### config.mk
export PLATFORM = sky130hd
export DESIGN_NAME = utf8_stream_decoder_unit
export DESIGN_NICKNAME = d
export VERILOG_FILES = /design/src/sv/utf8sd_pkg.sv /design/src/sv/utf8_stream_decoder_unit.sv /design/src/sv/utf8sd_front.sv /design/src/sv/utf8sd_fifo.sv /design/src/sv/utf8sd_back.sv
export SDC_FILE = /design/constraint.sdc
export NUM_CORES = 1
export LEC_CHECK = 0
export BUFFER_PORTS_ARGS = -buffer_cell sky130_fd_sc_hd__buf_4
export CAP_MARGIN = 20
export CORE_MARGIN = 3
export CORE_UTILIZATION = 50
export DETAILED_ROUTE_END_ITERATION = 10
export GPL_TIMING_DRIVEN = 0
export PLACE_DENSITY = 0.66
export SYNTH_ARGS = -nofsm -noshare
export SYNTH_HDL_FRONTEND = slang
export SYNTH_SLANG_ARGS = --single-unit
### constraint.sdc
create_clock -name clk -period 7.22 [get_ports clk]
set_input_delay 0.361 -clock clk [delete_from_list [all_inputs] [get_ports clk]]
set_output_delay 0.361 -clock clk [all_outputs]
set_load 0.005 [all_outputs]
### src/sv/utf8sd_pkg.sv
// Shared types, constants and helper functions for the UTF-8 stream decoder.
// Used by every module of the block; depends on nothing else.
package utf8sd_pkg;

    localparam int INDEX_BITS     = 32;
    localparam int ERR_INDEX_BITS = 32;
    localparam int CODE_BITS      = 21;
    localparam int FIFO_DEPTH     = 4;
    localparam int FIFO_PTR_BITS  = $clog2(FIFO_DEPTH);

    localparam logic [2:0] ERR_NONE     = 3'd0;
    localparam logic [2:0] ERR_END      = 3'd1;
    localparam logic [2:0] ERR_BROKEN   = 3'd2;
    localparam logic [2:0] ERR_OVERLONG = 3'd3;
    localparam logic [2:0] ERR_RANGE    = 3'd4;
    localparam logic [2:0] ERR_BAD_LEAD = 3'd5;

    localparam logic [1:0] LEAD_ASCII = 2'd0;
    localparam logic [1:0] LEAD_MULTI = 2'd1;
    localparam logic [1:0] LEAD_BAD   = 2'd2;

    localparam logic [CODE_BITS-1:0] REPLACEMENT  = 21'h00FFFD;
    localparam logic [CODE_BITS-1:0] MIN_TWO      = 21'h000080;
    localparam logic [CODE_BITS-1:0] MIN_THREE    = 21'h000800;
    localparam logic [CODE_BITS-1:0] MIN_FOUR     = 21'h010000;
    localparam logic [CODE_BITS-1:0] MAX_CODE     = 21'h10FFFF;

    typedef struct packed {
        logic [CODE_BITS-1:0]      code_value;
        logic [2:0]                error_code;
        logic [ERR_INDEX_BITS-1:0] error_index;
        logic                      string_end;
        logic                      run_last;
    } res_t;

    typedef struct packed {
        res_t first;
        res_t second;
        logic two;
    } entry_t;

    typedef struct packed {
        logic empty;
        logic full;
    } fifo_status_t;

    typedef struct packed {
        logic [1:0]           kind;
        logic [1:0]           len;
        logic [CODE_BITS-1:0] part;
    } lead_t;

    function automatic lead_t lead_decode(input logic [7:0] b);
        lead_t l;
        l.kind = LEAD_BAD;
        l.len  = 2'd0;
        l.part = '0;
        if (b[7] == 1'b0) begin
            l.kind = LEAD_ASCII;
        end else if (b[7:5] == 3'b110) begin
            l.kind = LEAD_MULTI;
            l.len  = 2'd1;
            l.part = {10'b0, b[4:0], 6'b0};
        end else if (b[7:4] == 4'b1110) begin
            l.kind = LEAD_MULTI;
            l.len  = 2'd2;
            l.part = {5'b0, b[3:0], 12'b0};
        end else if (b[7:3] == 5'b11110) begin
            l.kind = LEAD_MULTI;
            l.len  = 2'd3;
            l.part = {b[2:0], 18'b0};
        end
        return l;
    endfunction

    function automatic res_t make_result(input logic [CODE_BITS-1:0]  value,
                                         input logic [2:0]            code,
                                         input logic [INDEX_BITS-1:0] where);
        res_t r;
        r.string_end = 1'b0;
        r.run_last   = 1'b0;
        r.error_code = code;
        if (code != ERR_NONE) begin
            r.code_value  = REPLACEMENT;
            r.error_index = ERR_INDEX_BITS'(where);
        end else begin
            r.code_value  = value;
            r.error_index = '0;
        end
        return r;
    endfunction

endpackage

### src/sv/utf8_stream_decoder_unit.sv
// Top level of the UTF-8 stream decoder: front end, bundle queue and back end.
// Depends on utf8sd_pkg, utf8sd_front, utf8sd_fifo and utf8sd_back.
//
// Channel   Handshake                    Beat fields
// input     byte_valid / byte_stall      data_byte, string_last
// result    result_valid / result_stall  code_value, error_code, error_index,
//                                        string_end, run_last
//
// A byte is taken every cycle while the four-entry queue has room; the front end
// settles its whole state update in that cycle.
// A byte that yields two results is unpacked by the back end into two beats, one
// after the other, before its queue entry is popped.
// The first result of a byte is written into a queue slot and then loaded into
// the back end's output register, where result_stall holds it.
// Reset clears the sequence state, the byte index, the queue and the output valid.
// byte_stall rises only when the queue is full; result_stall holds the output beat.
module utf8_stream_decoder_unit
(
    input  logic        clk,
    input  logic        rst_n,
    input  logic        byte_valid,
    output logic        byte_stall,
    input  logic [7:0]  data_byte,
    input  logic        string_last,
    output logic        result_valid,
    input  logic        result_stall,
    output logic [20:0] code_value,
    output logic [2:0]  error_code,
    output logic [31:0] error_index,
    output logic        string_end,
    output logic        run_last
);

    utf8sd_pkg::fifo_status_t status;
    utf8sd_pkg::entry_t       push_entry;
    utf8sd_pkg::entry_t       head;
    utf8sd_pkg::res_t         result;
    logic                     push;
    logic                     pop;

    utf8sd_front u_front
    (
        .clk         (clk),
        .rst_n       (rst_n),
        .byte_valid  (byte_valid),
        .byte_stall  (byte_stall),
        .data_byte   (data_byte),
        .string_last (string_last),
        .status      (status),
        .push        (push),
        .push_entry  (push_entry)
    );

    utf8sd_fifo u_fifo
    (
        .clk        (clk),
        .rst_n      (rst_n),
        .push       (push),
        .push_entry (push_entry),
        .pop        (pop),
        .head       (head),
        .status     (status)
    );

    utf8sd_back u_back
    (
        .clk          (clk),
        .rst_n        (rst_n),
        .head         (head),
        .status       (status),
        .pop          (pop),
        .result_valid (result_valid),
        .result_stall (result_stall),
        .result       (result)
    );

    assign code_value  = result.code_value;
    assign error_code  = result.error_code;
    assign error_index = result.error_index;
    assign string_end  = result.string_end;
    assign run_last    = result.run_last;

endmodule

### src/sv/utf8sd_front.sv
// Front end of the UTF-8 stream decoder: accepts bytes, tracks the open sequence
// and bundles the one or two results that a byte may yield for the queue.
// Depends on utf8sd_pkg.
module utf8sd_front
(
    input  logic                  clk,
    input  logic                  rst_n,
    input  logic                  byte_valid,
    output logic                  byte_stall,
    input  logic [7:0]            data_byte,
    input  logic                  string_last,
    input  utf8sd_pkg::fifo_status_t status,
    output logic                  push,
    output utf8sd_pkg::entry_t    push_entry
);

    logic [1:0]                             pend_reg, pend_next;
    logic [1:0]                             seq_reg, seq_next;
    logic [utf8sd_pkg::CODE_BITS-1:0]       part_reg, part_next;
    logic [utf8sd_pkg::INDEX_BITS-1:0]      idx_reg, idx_next;

    utf8sd_pkg::lead_t                      lead;
    logic                                   is_cont;
    logic                                   accept;
    logic                                   run_lead;
    logic [utf8sd_pkg::CODE_BITS-1:0]       cont_bits;
    logic [utf8sd_pkg::CODE_BITS-1:0]       merged;
    logic                                   a_valid, b_valid;
    logic [utf8sd_pkg::CODE_BITS-1:0]       a_value, b_value;
    logic [2:0]                             a_code, b_code;
    logic [utf8sd_pkg::INDEX_BITS-1:0]      a_where;
    utf8sd_pkg::res_t                       res_a, res_b;
    utf8sd_pkg::entry_t                     entry;

    assign byte_stall = status.full;
    assign accept     = byte_valid && !byte_stall;
    assign push       = accept && (a_valid || b_valid);
    assign push_entry = entry;

    always_comb
    begin
        lead    = utf8sd_pkg::lead_decode(data_byte);
        is_cont = (data_byte[7:6] == 2'b10);
        case (pend_reg)
            2'd1:    cont_bits = {15'b0, data_byte[5:0]};
            2'd2:    cont_bits = {9'b0, data_byte[5:0], 6'b0};
            2'd3:    cont_bits = {3'b0, data_byte[5:0], 12'b0};
            default: cont_bits = '0;
        endcase
        merged = part_reg | cont_bits;

        pend_next = pend_reg;
        seq_next  = seq_reg;
        part_next = part_reg;
        run_lead  = 1'b0;
        a_valid   = 1'b0;
        a_value   = merged;
        a_code    = utf8sd_pkg::ERR_NONE;
        a_where   = idx_reg;
        b_valid   = 1'b0;
        b_value   = {13'b0, data_byte};
        b_code    = utf8sd_pkg::ERR_NONE;

        if (pend_reg != 2'd0) begin
            if (is_cont) begin
                pend_next = pend_reg - 2'd1;
                part_next = merged;
                if (pend_reg == 2'd1) begin
                    a_valid = 1'b1;
                    case (seq_reg)
                        2'd1:
                        begin
                            if (merged < utf8sd_pkg::MIN_TWO)
                                a_code = utf8sd_pkg::ERR_OVERLONG;
                        end
                        2'd2:
                        begin
                            if (merged < utf8sd_pkg::MIN_THREE)
                                a_code = utf8sd_pkg::ERR_OVERLONG;
                        end
                        default:
                        begin
                            if (merged < utf8sd_pkg::MIN_FOUR)
                                a_code = utf8sd_pkg::ERR_OVERLONG;
                            else if (merged > utf8sd_pkg::MAX_CODE)
                                a_code = utf8sd_pkg::ERR_RANGE;
                        end
                    endcase
                    pend_next = 2'd0;
                    seq_next  = 2'd0;
                    part_next = '0;
                end else if (string_last) begin
                    a_valid = 1'b1;
                    a_code  = utf8sd_pkg::ERR_END;
                end
            end else begin
                a_valid   = 1'b1;
                a_code    = utf8sd_pkg::ERR_BROKEN;
                a_where   = idx_reg - 1'b1;
                pend_next = 2'd0;
                seq_next  = 2'd0;
                part_next = '0;
                run_lead  = 1'b1;
            end
        end else begin
            run_lead = 1'b1;
        end

        if (run_lead) begin
            case (lead.kind)
                utf8sd_pkg::LEAD_ASCII:
                begin
                    b_valid = 1'b1;
                end
                utf8sd_pkg::LEAD_MULTI:
                begin
                    pend_next = lead.len;
                    seq_next  = lead.len;
                    part_next = lead.part;
                    if (string_last) begin
                        b_valid = 1'b1;
                        b_code  = utf8sd_pkg::ERR_END;
                    end
                end
                default:
                begin
                    b_valid = 1'b1;
                    b_code  = utf8sd_pkg::ERR_BAD_LEAD;
                end
            endcase
        end

        if (string_last) begin
            pend_next = 2'd0;
            seq_next  = 2'd0;
            part_next = '0;
            idx_next  = '0;
        end else begin
            idx_next = idx_reg + 1'b1;
        end

        res_a = utf8sd_pkg::make_result(a_value, a_code, a_where);
        res_b = utf8sd_pkg::make_result(b_value, b_code, idx_reg);

        if (a_valid) begin
            entry.first  = res_a;
            entry.second = res_b;
            entry.two    = b_valid;
        end else begin
            entry.first  = res_b;
            entry.second = res_b;
            entry.two    = 1'b0;
        end
        if (entry.two) begin
            entry.second.run_last   = 1'b1;
            entry.second.string_end = string_last;
        end else begin
            entry.first.run_last   = 1'b1;
            entry.first.string_end = string_last;
        end
    end

    always_ff @(posedge clk or negedge rst_n)
    begin
        if (!rst_n) begin
            pend_reg <= 2'd0;
            seq_reg  <= 2'd0;
            part_reg <= '0;
            idx_reg  <= '0;
        end else if (accept) begin
            pend_reg <= pend_next;
            seq_reg  <= seq_next;
            part_reg <= part_next;
            idx_reg  <= idx_next;
        end
    end

endmodule

### src/sv/utf8sd_fifo.sv
// Short queue of result bundles between the front and back ends of the decoder.
// Depends on utf8sd_pkg.
module utf8sd_fifo
(
    input  logic                     clk,
    input  logic                     rst_n,
    input  logic                     push,
    input  utf8sd_pkg::entry_t       push_entry,
    input  logic                     pop,
    output utf8sd_pkg::entry_t       head,
    output utf8sd_pkg::fifo_status_t status
);

    utf8sd_pkg::entry_t                     slots_reg [utf8sd_pkg::FIFO_DEPTH];
    logic [utf8sd_pkg::FIFO_PTR_BITS-1:0]   wr_reg, wr_next;
    logic [utf8sd_pkg::FIFO_PTR_BITS-1:0]   rd_reg, rd_next;
    logic [utf8sd_pkg::FIFO_PTR_BITS:0]     count_reg, count_next;

    assign head         = slots_reg[rd_reg];
    assign status.empty = (count_reg == '0);
    assign status.full  = (count_reg == (utf8sd_pkg::FIFO_PTR_BITS+1)'(utf8sd_pkg::FIFO_DEPTH));

    always_comb
    begin
        wr_next    = push ? wr_reg + 1'b1 : wr_reg;
        rd_next    = pop ? rd_reg + 1'b1 : rd_reg;
        count_next = count_reg;
        if (push && !pop)
            count_next = count_reg + 1'b1;
        else if (pop && !push)
            count_next = count_reg - 1'b1;
    end

    always_ff @(posedge clk)
    begin
        if (push)
            slots_reg[wr_reg] <= push_entry;
    end

    always_ff @(posedge clk or negedge rst_n)
    begin
        if (!rst_n) begin
            wr_reg    <= '0;
            rd_reg    <= '0;
            count_reg <= '0;
        end else begin
            wr_reg    <= wr_next;
            rd_reg    <= rd_next;
            count_reg <= count_next;
        end
    end

endmodule

### src/sv/utf8sd_back.sv
// Back end of the UTF-8 stream decoder: unpacks each queued bundle into one or
// two result beats through an output register. Depends on utf8sd_pkg.
module utf8sd_back
(
    input  logic                     clk,
    input  logic                     rst_n,
    input  utf8sd_pkg::entry_t       head,
    input  utf8sd_pkg::fifo_status_t status,
    output logic                     pop,
    output logic                     result_valid,
    input  logic                     result_stall,
    output utf8sd_pkg::res_t         result
);

    logic             valid_reg, valid_next;
    logic             half_reg, half_next;
    utf8sd_pkg::res_t res_reg;
    logic             load;
    utf8sd_pkg::res_t pick;

    assign result_valid = valid_reg;
    assign result       = res_reg;

    always_comb
    begin
        load = !status.empty && (!valid_reg || !result_stall);
        pick = half_reg ? head.second : head.first;
        pop  = load && (half_reg || !head.two);

        half_next  = half_reg;
        valid_next = valid_reg;
        if (load) begin
            half_next  = !half_reg && head.two;
            valid_next = 1'b1;
        end else if (!result_stall) begin
            valid_next = 1'b0;
        end
    end

    always_ff @(posedge clk)
    begin
        if (load)
            res_reg <= pick;
    end

    always_ff @(posedge clk or negedge rst_n)
    begin
        if (!rst_n) begin
            valid_reg <= 1'b0;
            half_reg  <= 1'b0;
        end else begin
            valid_reg <= valid_next;
            half_reg  <= half_next;
        end
    end

endmodule
==> results of run 1 <==
power by group through the flow:
stage	clock network, mW	registers [mW]	logic [mW]
global placement	0	4.71	3.22
global route	2.86	4.61	3.61
detailed placement	0	4.62	3.33
CTS	2.74	4.56	3.36
floorplan	0	4.65	2.09
finish	2.68	4.55	3.29
cell type report:
| cell class | count | area (um^2) | area share |
|---|---|---|---|
| inverter | 20 | 75.1 | 0.00296 |
| tap | 585 | 732 | 0.0288 |
| clock buffer | 72 | 1490 | 0.0587 |
| timing repair buffer | 79 | 748 | 0.0295 |
| clock inverter | 27 | 213 | 0.00838 |
| multi-input combinational | 739 | 5990 | 0.236 |
| buffer | 81 | 367 | 0.0144 |
| sequential | 536 | 15800 | 0.621 |
routing by layer:
metal,track usage,up-vias
met4,0.0689,0
met3,0.0268,73
li1,-,5543
met1,0.282,6366
met5,0,-
met2,0.343,312
critical path, stage by stage, from the launching register on:
cell	delay, ps
dfrtp_1	400
inv_1	150
ha_1	160
clkbuf_1	400
clkbuf_1	420
o21ai_0	160
a21oi_1	600
and2_4	850
buf_16	390
Yosys cell counts (2+ instances only):
library cell  number  area share
buf_1              2     0.00034
buf_2             18      0.0041
nor3_2             2     0.00090
nand2_1          188       0.032
nor4b_2            2      0.0014
nand3b_1           2     0.00068
or4_4              2      0.0010
a22o_1            12      0.0047
and2_1            46       0.013
clkinv_1           2     0.00034
nor2b_1            5      0.0014
o211ai_1          14      0.0047
dfrtp_1           66       0.074
edfxtp_1         470        0.64
clkbuf_1          55      0.0093
xnor2_1           12      0.0047
o21ai_0           20      0.0045
ha_1              14      0.0079
o21ai_1            2     0.00045
nor4_1             6      0.0017
o41ai_1            2     0.00079
buf_6              3      0.0015
buf_4              2     0.00068
or4_1              4      0.0014
or2_2             11      0.0031
xor2_1            20      0.0079
nand2b_1           5      0.0014
mux2_2             5      0.0025
nor3_1            27      0.0061
mux4_2           103        0.10
a21oi_1           48       0.011
nand4_1            8      0.0023
nor2_1            67       0.011
o21a_1            17      0.0058
a21o_1             4      0.0014
and3_1             8      0.0023
nand3_1           18      0.0041
or3_1              9      0.0025
o21bai_1           6      0.0020
a31oi_1           17      0.0048
a211oi_1           3      0.0010
inv_1             18      0.0030
worst paths after layout:
kind                                                 startpoint                                end  cells past startpoint
min in group asynchronous                                 rst_n   u_front.part_reg[12]$_DFFE_PN0P_                      2
worst max register to register  u_front.pend_reg[0]$_DFFE_PN0P_  u_fifo.slots_reg[0][74]$_DFFE_PP_                      8
max in group asynchronous                                 rst_n     u_front.idx_reg[9]$_DFFE_PN0P_                      2
worst min-delay path                               data_byte[3]    u_front.part_reg[9]$_DFFE_PN0P_                      2
worst min register to register  u_fifo.count_reg[2]$_DFFE_PN0P_    u_fifo.count_reg[2]$_DFFE_PN0P_                      1
worst max-delay path            u_front.pend_reg[0]$_DFFE_PN0P_  u_fifo.slots_reg[0][74]$_DFFE_PP_                      8
cells by family after synthesis:
kind of cell | count (synthesis)
flops | 536
xor+xnor | 32
compound gates | 159
simple gates | 425
fa+ha+maj | 15
mux | 108
buf+inv | 101
stage by stage:
step                      utilization  setup slack, ps  hold WS (ps)  setup TNS, ps  power (mW)
after floorplan                     -             2250          65.4              0        6.74
final                           0.584             3290          61.9              0        10.5
after detailed placement        0.544             3400           473              0        7.96
after global placement          0.539             -310           470           -454        7.92
after global routing            0.584             3050          52.3              0        11.1
after CTS                       0.584             3360          25.2              0        10.7
==> key figures, run 1 <==
Outcome
  • Run status: finished clean

CTS
  • Buffer count from post-CTS setup fixing: 0
  • Clock Latency Late Sink: 590 ps
  • # H-tree levels: 2
  • CTS Sinks: 536
  • Number of CTS-inserted buffers: 54
  • Hold buffers post-CTS: 2
  • Clk slew on worst S/H paths: 60 ps
  • CTS Buffer Depth: 3
  • Post_cts resized: 0
  • Clock root buffer: clkbuf_16
  • CTS tree: built

Global routing
  • Overflow left after global routing: 0
  • Global Route Usage Sum: 0.205
  • First-pass GRT wire length: 73,200 um
  • Largest net degree at the start of global routing: 67
  • Vias in the first global route: 12,600
  • Initial antenna violation count: 0

Synth
  • Post-synthesis xor/xnor area fraction: 0.0126
  • Synth Area in Compound Gates: 0.0469
  • FF+latch count, synth: 536
  • Post-synth EDFFs: 470
  • Synth Area in Adders: 0.00880
  • Post-synthesis simple-gate area fraction: 0.0935
  • Post-Synthesis Cells: 1,376
  • Primary FF master, synth: edfxtp_1
  • Syn Area/Cell: 16.1 um^2
  • Sequential share of the synthesized area: 0.711
  • Synth cell types: 73
  • Ys Warns: 0
  • Mapped Area: 22,200 um^2
  • Syn Nets: 1,404
  • Largest family of logic cells by synthesized area: multiplexers
  • Post-synthesis mux area share: 0.107
  • Asr flop ratio synth: 0.123

Pwr
  • Max VDD drop: 0.262 mV
  • Sw frac: 0.308
  • Internal: 7.28 mW
  • Cell area power density: 415 nW/um^2
  • Psw: 3.24 mW
  • Sequential Power Share: 0.433
  • Clock Power Share: 0.255
  • Leakage power: 9.11 nW
  • Comb power frac: 0.312

Critical path
  • Worst EP required: 7460 ps
  • Crit. End Element: flip-flop
  • Startpoint types: flip-flop
  • Flop2flop setup slack: 3290 ps
  • WS Path Type: flip-flop to flip-flop
  • CP max FO: 56
  • Arr. time, crit path: 4180 ps

STA
  • RSZ-0062 raised after global routing: no
  • Minimum clock period: 3930 ps
  • Worst slew pin tran: 1040 ps
  • Hold Violations, Final: 0
  • Slew Viols, Final: 0
  • Max transition margin: 0.305
  • Final worst-path cycle share: 0.545
  • Final setup viols: 0
  • Fmax: 0.254 GHz
  • Skew final: 18.9 ps

Run
  • Max-Cap Viols: 0

Placed design
  • Placed Cells: 2,038
  • Port Buffers: 68
  • Routability Congestion: 0.863
  • Area post-placement: 23,700 um^2
  • DP Wirelength: 30,300 um

Finish
  • Proportion of layout cells with a drive suffix above 1: 0.209
  • Fill cell count: 3,346
  • Final instance area: 25,400 um^2
  • Final Non-Filler Cells: 2,139
  • Diode count: 0
  • Commonest non-fill, non-tap cell in the layout: edfxtp_1
  • Max FFs per register: 412
  • P&R area growth vs syn: 14.5%
  • Commonest non-fill, non-tap cells in the layout: 470 x edfxtp_1, 188 x nand2_1, 103 x mux4_2
  • Nets: 1,539

Detailed routing
  • Routed WL per cell: 22.3 um
  • First-pass detailed-route iteration total: 5
  • Metal2 WL: 23,800 um
  • Highest routed layer: met4
  • Iter 0 DRT Violations: 897
  • Final ANT Viol Nets: 0
  • Routed wl met3: 2320 um
  • Wire length on met1: 20,300 um
  • DRT Wirelength: 47,700 um
  • Drt drc: 0
  • Vias: 12,300
  • Vias/cell: 5.75

Hold path
  • Min-delay worst type: input port to flip-flop

Die
  • I/O Pins: 73
  • Die Span Y: 217 um
  • Die width: 217 um
  • Initial Util: 0.510
  • Cell row count: 76
  • Core area: 43,500 um^2
  • Die ar.: 46,900 um^2
Power figures use the tool's default switching activity.
==> run 2: changes to the inputs <==
PLACE_DENSITY = 0.69   (was 0.66)
clock period = 3.57 ns   (was 7.22 ns; I/O delays follow)
==> run 2 against run 1 <==
- sequential power up 100%
- count of clock-buffer cells in the layout down 4
- final cell count up 0.47%
- final area up 0.39%
- largest cell class unchanged
- largest power group unchanged
- highest routed layer unchanged
==> key figures, run 2 (synthesis results as in run 1) <==
CTS
  • Number of CTS-inserted buffers: 54
  • CTS Buffer Depth: 3
  • Clock Latency Late Sink: 590 ps
  • Clock root buffer: clkbuf_16
  • Clk slew on worst S/H paths: 60 ps
  • CTS Sinks: 536
  • # H-tree levels: 2
  • CTS tree: built

Critical path
  • WS Path Type: flip-flop to flip-flop
  • CP max FO: 10
  • Startpoint types: flip-flop
  • CP max stage delay: 440 ps
  • Flop2flop setup slack: 270 ps
  • Critical-path cell list: inv_1 -> ha_1 -> clkbuf_1 -> clkbuf_1 -> o21ai_0 -> a21oi_4 -> buf_12 -> ha_1 -> inv_1 -> fa_1 -> xor2_1 -> nor2_1 -> xor2_1
  • Crit. End Element: flip-flop
  • RR Endpoint: u_fifo.count_reg[2]$_DFFE_PN0P_
  • Slowest CP cell: dfrtp_1
  • Worst r2r src: u_front.pend_reg[1]$_DFFE_PN0P_
  • Buf/Inv on CP: 5
  • Arr. time, crit path: 3810 ps
  • Worst r2r path cells: 13
  • Worst EP required: 4070 ps
  • Crit. Startpoint: u_front.pend_reg[1]$_DFFE_PN0P_
  • Top delay family on crit path: buffers and inverters

Outcome
  • Run status: finished clean

Placed design
  • Routability Congestion: 0.882
  • Pre-CTS setup slack: -297 ps
  • DP Wirelength: 30,400 um
  • Port Buffers: 68

Pwr
  • Max VDD drop: 0.499 mV
  • Cell area power density: 841 nW/um^2
  • Leakage power: 9.17 nW

Detailed routing
  • Routed WL per cell: 22.5 um
  • Iter 0 DRT Violations: 915
  • Vias/cell: 5.81
  • DRT Wirelength: 48,400 um
  • Drt drc: 0
  • Vias: 12,500
  • First-pass detailed-route iteration total: 5
  • Final ANT Viol Nets: 0

STA
  • Hold Violations, Final: 0
  • Skew final: 13.8 ps
  • Final worst-path cycle share: 0.925
  • Final setup margin: 268 ps
  • Final setup viols: 0
  • Worst slew pin tran: 1120 ps
  • RSZ-0062 raised after global routing: no
  • Minimum clock period: 3300 ps
  • Fmax: 0.303 GHz
  • Max transition margin: 0.251
  • Slew Viols, Final: 0

Global routing
  • Initial antenna violation count: 1
  • Overflow left after global routing: 0
  • First-pass GRT wire length: 74,100 um
  • Largest net degree at the start of global routing: 67
  • Global Route Usage Sum: 0.207
  • Vias in the first global route: 12,700

Finish
  • Proportion of layout cells with a drive suffix above 1: 0.214
  • Nets: 1,546
  • Final core occ: 0.586
  • P&R area growth vs syn: 14.9%
  • Diode count: 0
  • Commonest non-fill, non-tap cell in the layout: edfxtp_1
  • Max FFs per register: 412
  • Commonest non-fill, non-tap cells in the layout: 470 x edfxtp_1, 188 x nand2_1, 103 x mux4_2

Die
  • Core area: 43,500 um^2
  • Initial Util: 0.510
  • Die Span Y: 217 um
  • Cell row count: 76
  • I/O Pins: 73
  • Die ar.: 46,900 um^2
  • Die width: 217 um

Hold path
  • Hold depth: 2
  • Hold path start: data_byte[7]
  • Min-delay worst type: input port to flip-flop
  • Hold Path End: u_fifo.slots_reg[0][45]$_DFFE_PP_

Run
  • Max-Cap Viols: 0
[run 2: cell types whose count changed in the layout (fill, tap and decap cells not counted), sizes merged]
cell / before / now
and2: 48 / 51
buf: 102 / 106
clkbuf: 128 / 123
clkinv: 22 / 31
clkinvlp: 3 / 2
dlygate4sd3: 2 / 3
inv: 19 / 18
[run 2: worst max path at each step]
stage / to / cells past startpoint / slack [ps]
after global routing: u_fifo.count_reg[2]$_DFFE_PN0P_ / 13 / 60
after floorplan: u_fifo.count_reg[1]$_DFFE_PN0P_ / 8 / -70
after detailed placement: u_fifo.slots_reg[0][17]$_DFFE_PP_ / 8 / -300
after global placement: u_fifo.slots_reg[0][111]$_DFFE_PP_ / 7 / -1530
final: u_fifo.count_reg[2]$_DFFE_PN0P_ / 13 / 270
after CTS: u_fifo.slots_reg[2][73]$_DFFE_PP_ / 8 / 20
[run 2: layout make-up]
class | count | area (um^2)
buffer | 80 | 363
sequential | 536 | 15800
timing repair buffer | 84 | 801
fill | 3323 | 18000
clock buffer | 68 | 1480
multi-input combinational | 742 | 6020
tap | 585 | 732
clock inverter | 34 | 241
inverter | 20 | 75.1
[run 2: power by group]
part,internal (mW),switching (mW)
combinational,2.77,3.99
sequential,8.87,0.368
clock,3.14,2.30
total,14.8,6.66
[run 2: through the flow]
step	instances	setup TNS, ps	hold slack (ps)	instance area [um^2]	power [mW]
detailed placement	2038	-16720	369	23700	16.1
global placement	2029	-636530	353	23400	15.9
CTS	2144	0	5.01	25400	21.6
global route	2149	0	34.6	25500	22.5
finish	2149	0	44.4	25500	21.4
floorplan	1376	-69.4	-117	22200	13.6
[run 2: what timing repair did]
item,in CTS,in global routing
hold buffers,3,0
gates resized for setup,1,1
setup buffers,0,4
pin swaps,1,3
hold endpoints to repair,73,0
setup endpoints to repair,126,314
cloned,1,2
[run 2: per-layer routing]
layer / GRT usage / routed length [um] / part of all wire / vias to the layer above
met5: 0 / 0 / 0 / -
met4: 0.0720 / 1320 / 0.027 / 0
met3: 0.0318 / 2720 / 0.056 / 82
met2: 0.345 / 24000 / 0.50 / 369
met1: 0.281 / 20300 / 0.42 / 6481
li1: - / - / - / 5558
==> run 3: changes to the inputs <==
CTS_BUF_LIST = sky130_fd_sc_hd__clkbuf_2   (was unset)
REMOVE_ABC_BUFFERS = 1   (was unset)
==> run 3 against run 2 <==
- wire length shrank 5.1%
- clock power down 22%
- final area is 0.74% lower
- highest routed layer is now met5
- sequential power is 2% higher
- global-route usage down 0.49 points
- fmax rose by 0.56%
==> key figures, run 3 (synthesis results as in run 1) <==
CTS
  • CTS Buffer Depth: 3
  • Number of CTS-inserted buffers: 135
  • Clock root buffer: clkbuf_2
  • CTS Sinks: 536
  • CTS tree: built
  • Clock Latency Late Sink: 1100 ps
  • Clk slew on worst S/H paths: 120 ps
  • # H-tree levels: 4

Finish
  • Commonest non-fill, non-tap cells in the layout: 470 x edfxtp_1, 199 x clkbuf_2, 188 x nand2_1
  • Nets: 1,588
  • P&R area growth vs syn: 14.1%
  • Max FFs per register: 412
  • Commonest non-fill, non-tap cell in the layout: edfxtp_1
  • Final Non-Filler Cells: 2,239
  • Proportion of layout cells with a drive suffix above 1: 0.281

Outcome
  • Run status: finished clean

Critical path
  • CP max stage delay: 670 ps
  • RR Endpoint: u_fifo.slots_reg[0][77]$_DFFE_PP_
  • Flop2flop setup slack: 290 ps
  • Arr. time, crit path: 4050 ps
  • CP max FO: 17
  • Worst EP required: 4340 ps
  • Critical-path cell list: inv_1 -> ha_1 -> nor2b_1 -> a211oi_2 -> o2111a_2 -> a21oi_2 -> buf_8 -> o21ai_1 -> mux2_2
  • Worst r2r path cells: 9
  • WS Path Type: flip-flop to flip-flop
  • Worst r2r src: u_front.pend_reg[0]$_DFFE_PN0P_
  • Crit. End Element: flip-flop
  • Slowest CP cell: nor2b_1
  • Startpoint types: flip-flop

Placed design
  • Routability Congestion: 0.849
  • Placed Cells: 1,974
  • Port Buffers: 72
  • DP Wirelength: 27,100 um
  • Pre-CTS setup slack: -341 ps

Pwr
  • Sequential Power Share: 0.469
  • Leakage power: 9.36 nW
  • Cell area power density: 793 nW/um^2
  • Sw frac: 0.322
  • Comb power frac: 0.321
  • Clock Power Share: 0.210
  • Max VDD drop: 0.468 mV
  • Internal: 13.6 mW
  • Psw: 6.46 mW

STA
  • Final setup margin: 287 ps
  • Max transition margin: 0.380
  • Skew final: 83.4 ps
  • Fmax: 0.305 GHz
  • Final setup viols: 0
  • Worst slew pin tran: 926 ps
  • Final worst-path cycle share: 0.920
  • Slew Viols, Final: 0
  • Minimum clock period: 3280 ps
  • RSZ-0062 raised after global routing: no
  • Hold Violations, Final: 0

Global routing
  • Overflow left after global routing: 0
  • GR peak layer: met2
  • Met2 Usage GRT: 0.346
  • Global Route Usage Sum: 0.202
  • Largest net degree at the start of global routing: 67
  • First-pass GRT wire length: 73,100 um
  • Initial antenna violation count: 3
  • Met3 Resource Use GR: 0.0506
  • Vias in the first global route: 13,400
  • Met1 usage: 0.253

Die
  • Die width: 217 um
  • Die Span Y: 217 um
  • Die ar.: 46,900 um^2
  • Core area: 43,500 um^2
  • Initial Util: 0.510
  • Cell row count: 76
  • I/O Pins: 73

Detailed routing
  • Vias/cell: 5.65
  • Final ANT Viol Nets: 0
  • DRT Wirelength: 45,900 um
  • Iter 0 DRT Violations: 1,013
  • Routed WL per cell: 20.5 um
  • First-pass detailed-route iteration total: 5
  • Drt drc: 0
  • Vias: 12,700

Hold path
  • Min-delay worst type: input port to flip-flop
  • Hold path start: data_byte[6]
  • Hold depth: 3
  • Hold Path End: u_fifo.slots_reg[3][44]$_DFFE_PP_

Run
  • Max-Cap Viols: 0
[run 3: critical path: cells and delay by family (launching register included)]
kind / cells / cell delay, ps
flops: 1 / 420
compound gates: 4 / 970
buf+inv: 2 / 400
fa+ha+maj: 1 / 160
simple gates: 1 / 670
mux: 1 / 310
[run 3: layer usage]
layer,up-vias,share of wire
met5,-,0.00028
met4,2,0.022
met3,79,0.054
met2,401,0.52
met1,6434,0.41
li1,5739,-
[run 3: layout make-up]
type                    instances  area (um^2)
well taps                     585          732
fillers                      3398        18200
diodes                          2         5.00
multi-input cells             739         6020
clock buffers                 199          996
inverters                      20         76.3
clock inverters                30          288
flip-flops and latches        536        15800
repair buffers                128         1400
[run 3: worst max path at each step]
stage | to | startpoint
3_3_place_gp | u_fifo.count_reg[1]$_DFFE_PN0P_ | u_fifo.rd_reg[0]$_DFFE_PN0P_
4_1_cts | u_fifo.slots_reg[0][35]$_DFFE_PP_ | u_front.pend_reg[0]$_DFFE_PN0P_
3_5_place_dp | u_fifo.slots_reg[2][96]$_DFFE_PP_ | u_front.pend_reg[1]$_DFFE_PN0P_
2_1_floorplan | u_fifo.count_reg[1]$_DFFE_PN0P_ | u_fifo.rd_reg[0]$_DFFE_PN0P_
6_report | u_fifo.slots_reg[0][77]$_DFFE_PP_ | u_front.pend_reg[0]$_DFFE_PN0P_
5_1_grt | u_fifo.count_reg[1]$_DFFE_PN0P_ | u_fifo.rd_reg[0]$_DFFE_PN0P_
[run 3: through the flow]
step,hold slack [ps],utilization,setup TNS (ps),cell area [um^2],power (mW)
5_1_grt,22.1,0.582,0,25300,21.3
3_5_place_dp,388,0.543,-17700,23600,16.0
3_3_place_gp,374,0.531,-2070520,23100,15.5
4_1_cts,2.44,0.581,0,25300,20.3
6_report,144,0.582,0,25300,20.1
2_1_floorplan,-117,-,-478460,21800,13.7
[run 3: what timing repair did]
item                                    in CTS  in global routing
pin swaps                                    0                  0
hold buffers                                33                  0
setup buffers                                0                  1
endpoints found under the setup margin     146                137
gates resized for setup                      4                  2
hold endpoints to repair                   399                  0
[run 3: power by group through the flow]
stage	Sequential (mW)	Combinational [mW]	Clock, mW
floorplan	9.86	3.79	0
global placement	10.1	5.41	0
detailed placement	9.61	6.40	0
CTS	9.48	6.48	4.38
global route	9.57	7.05	4.72
finish	9.41	6.44	4.22
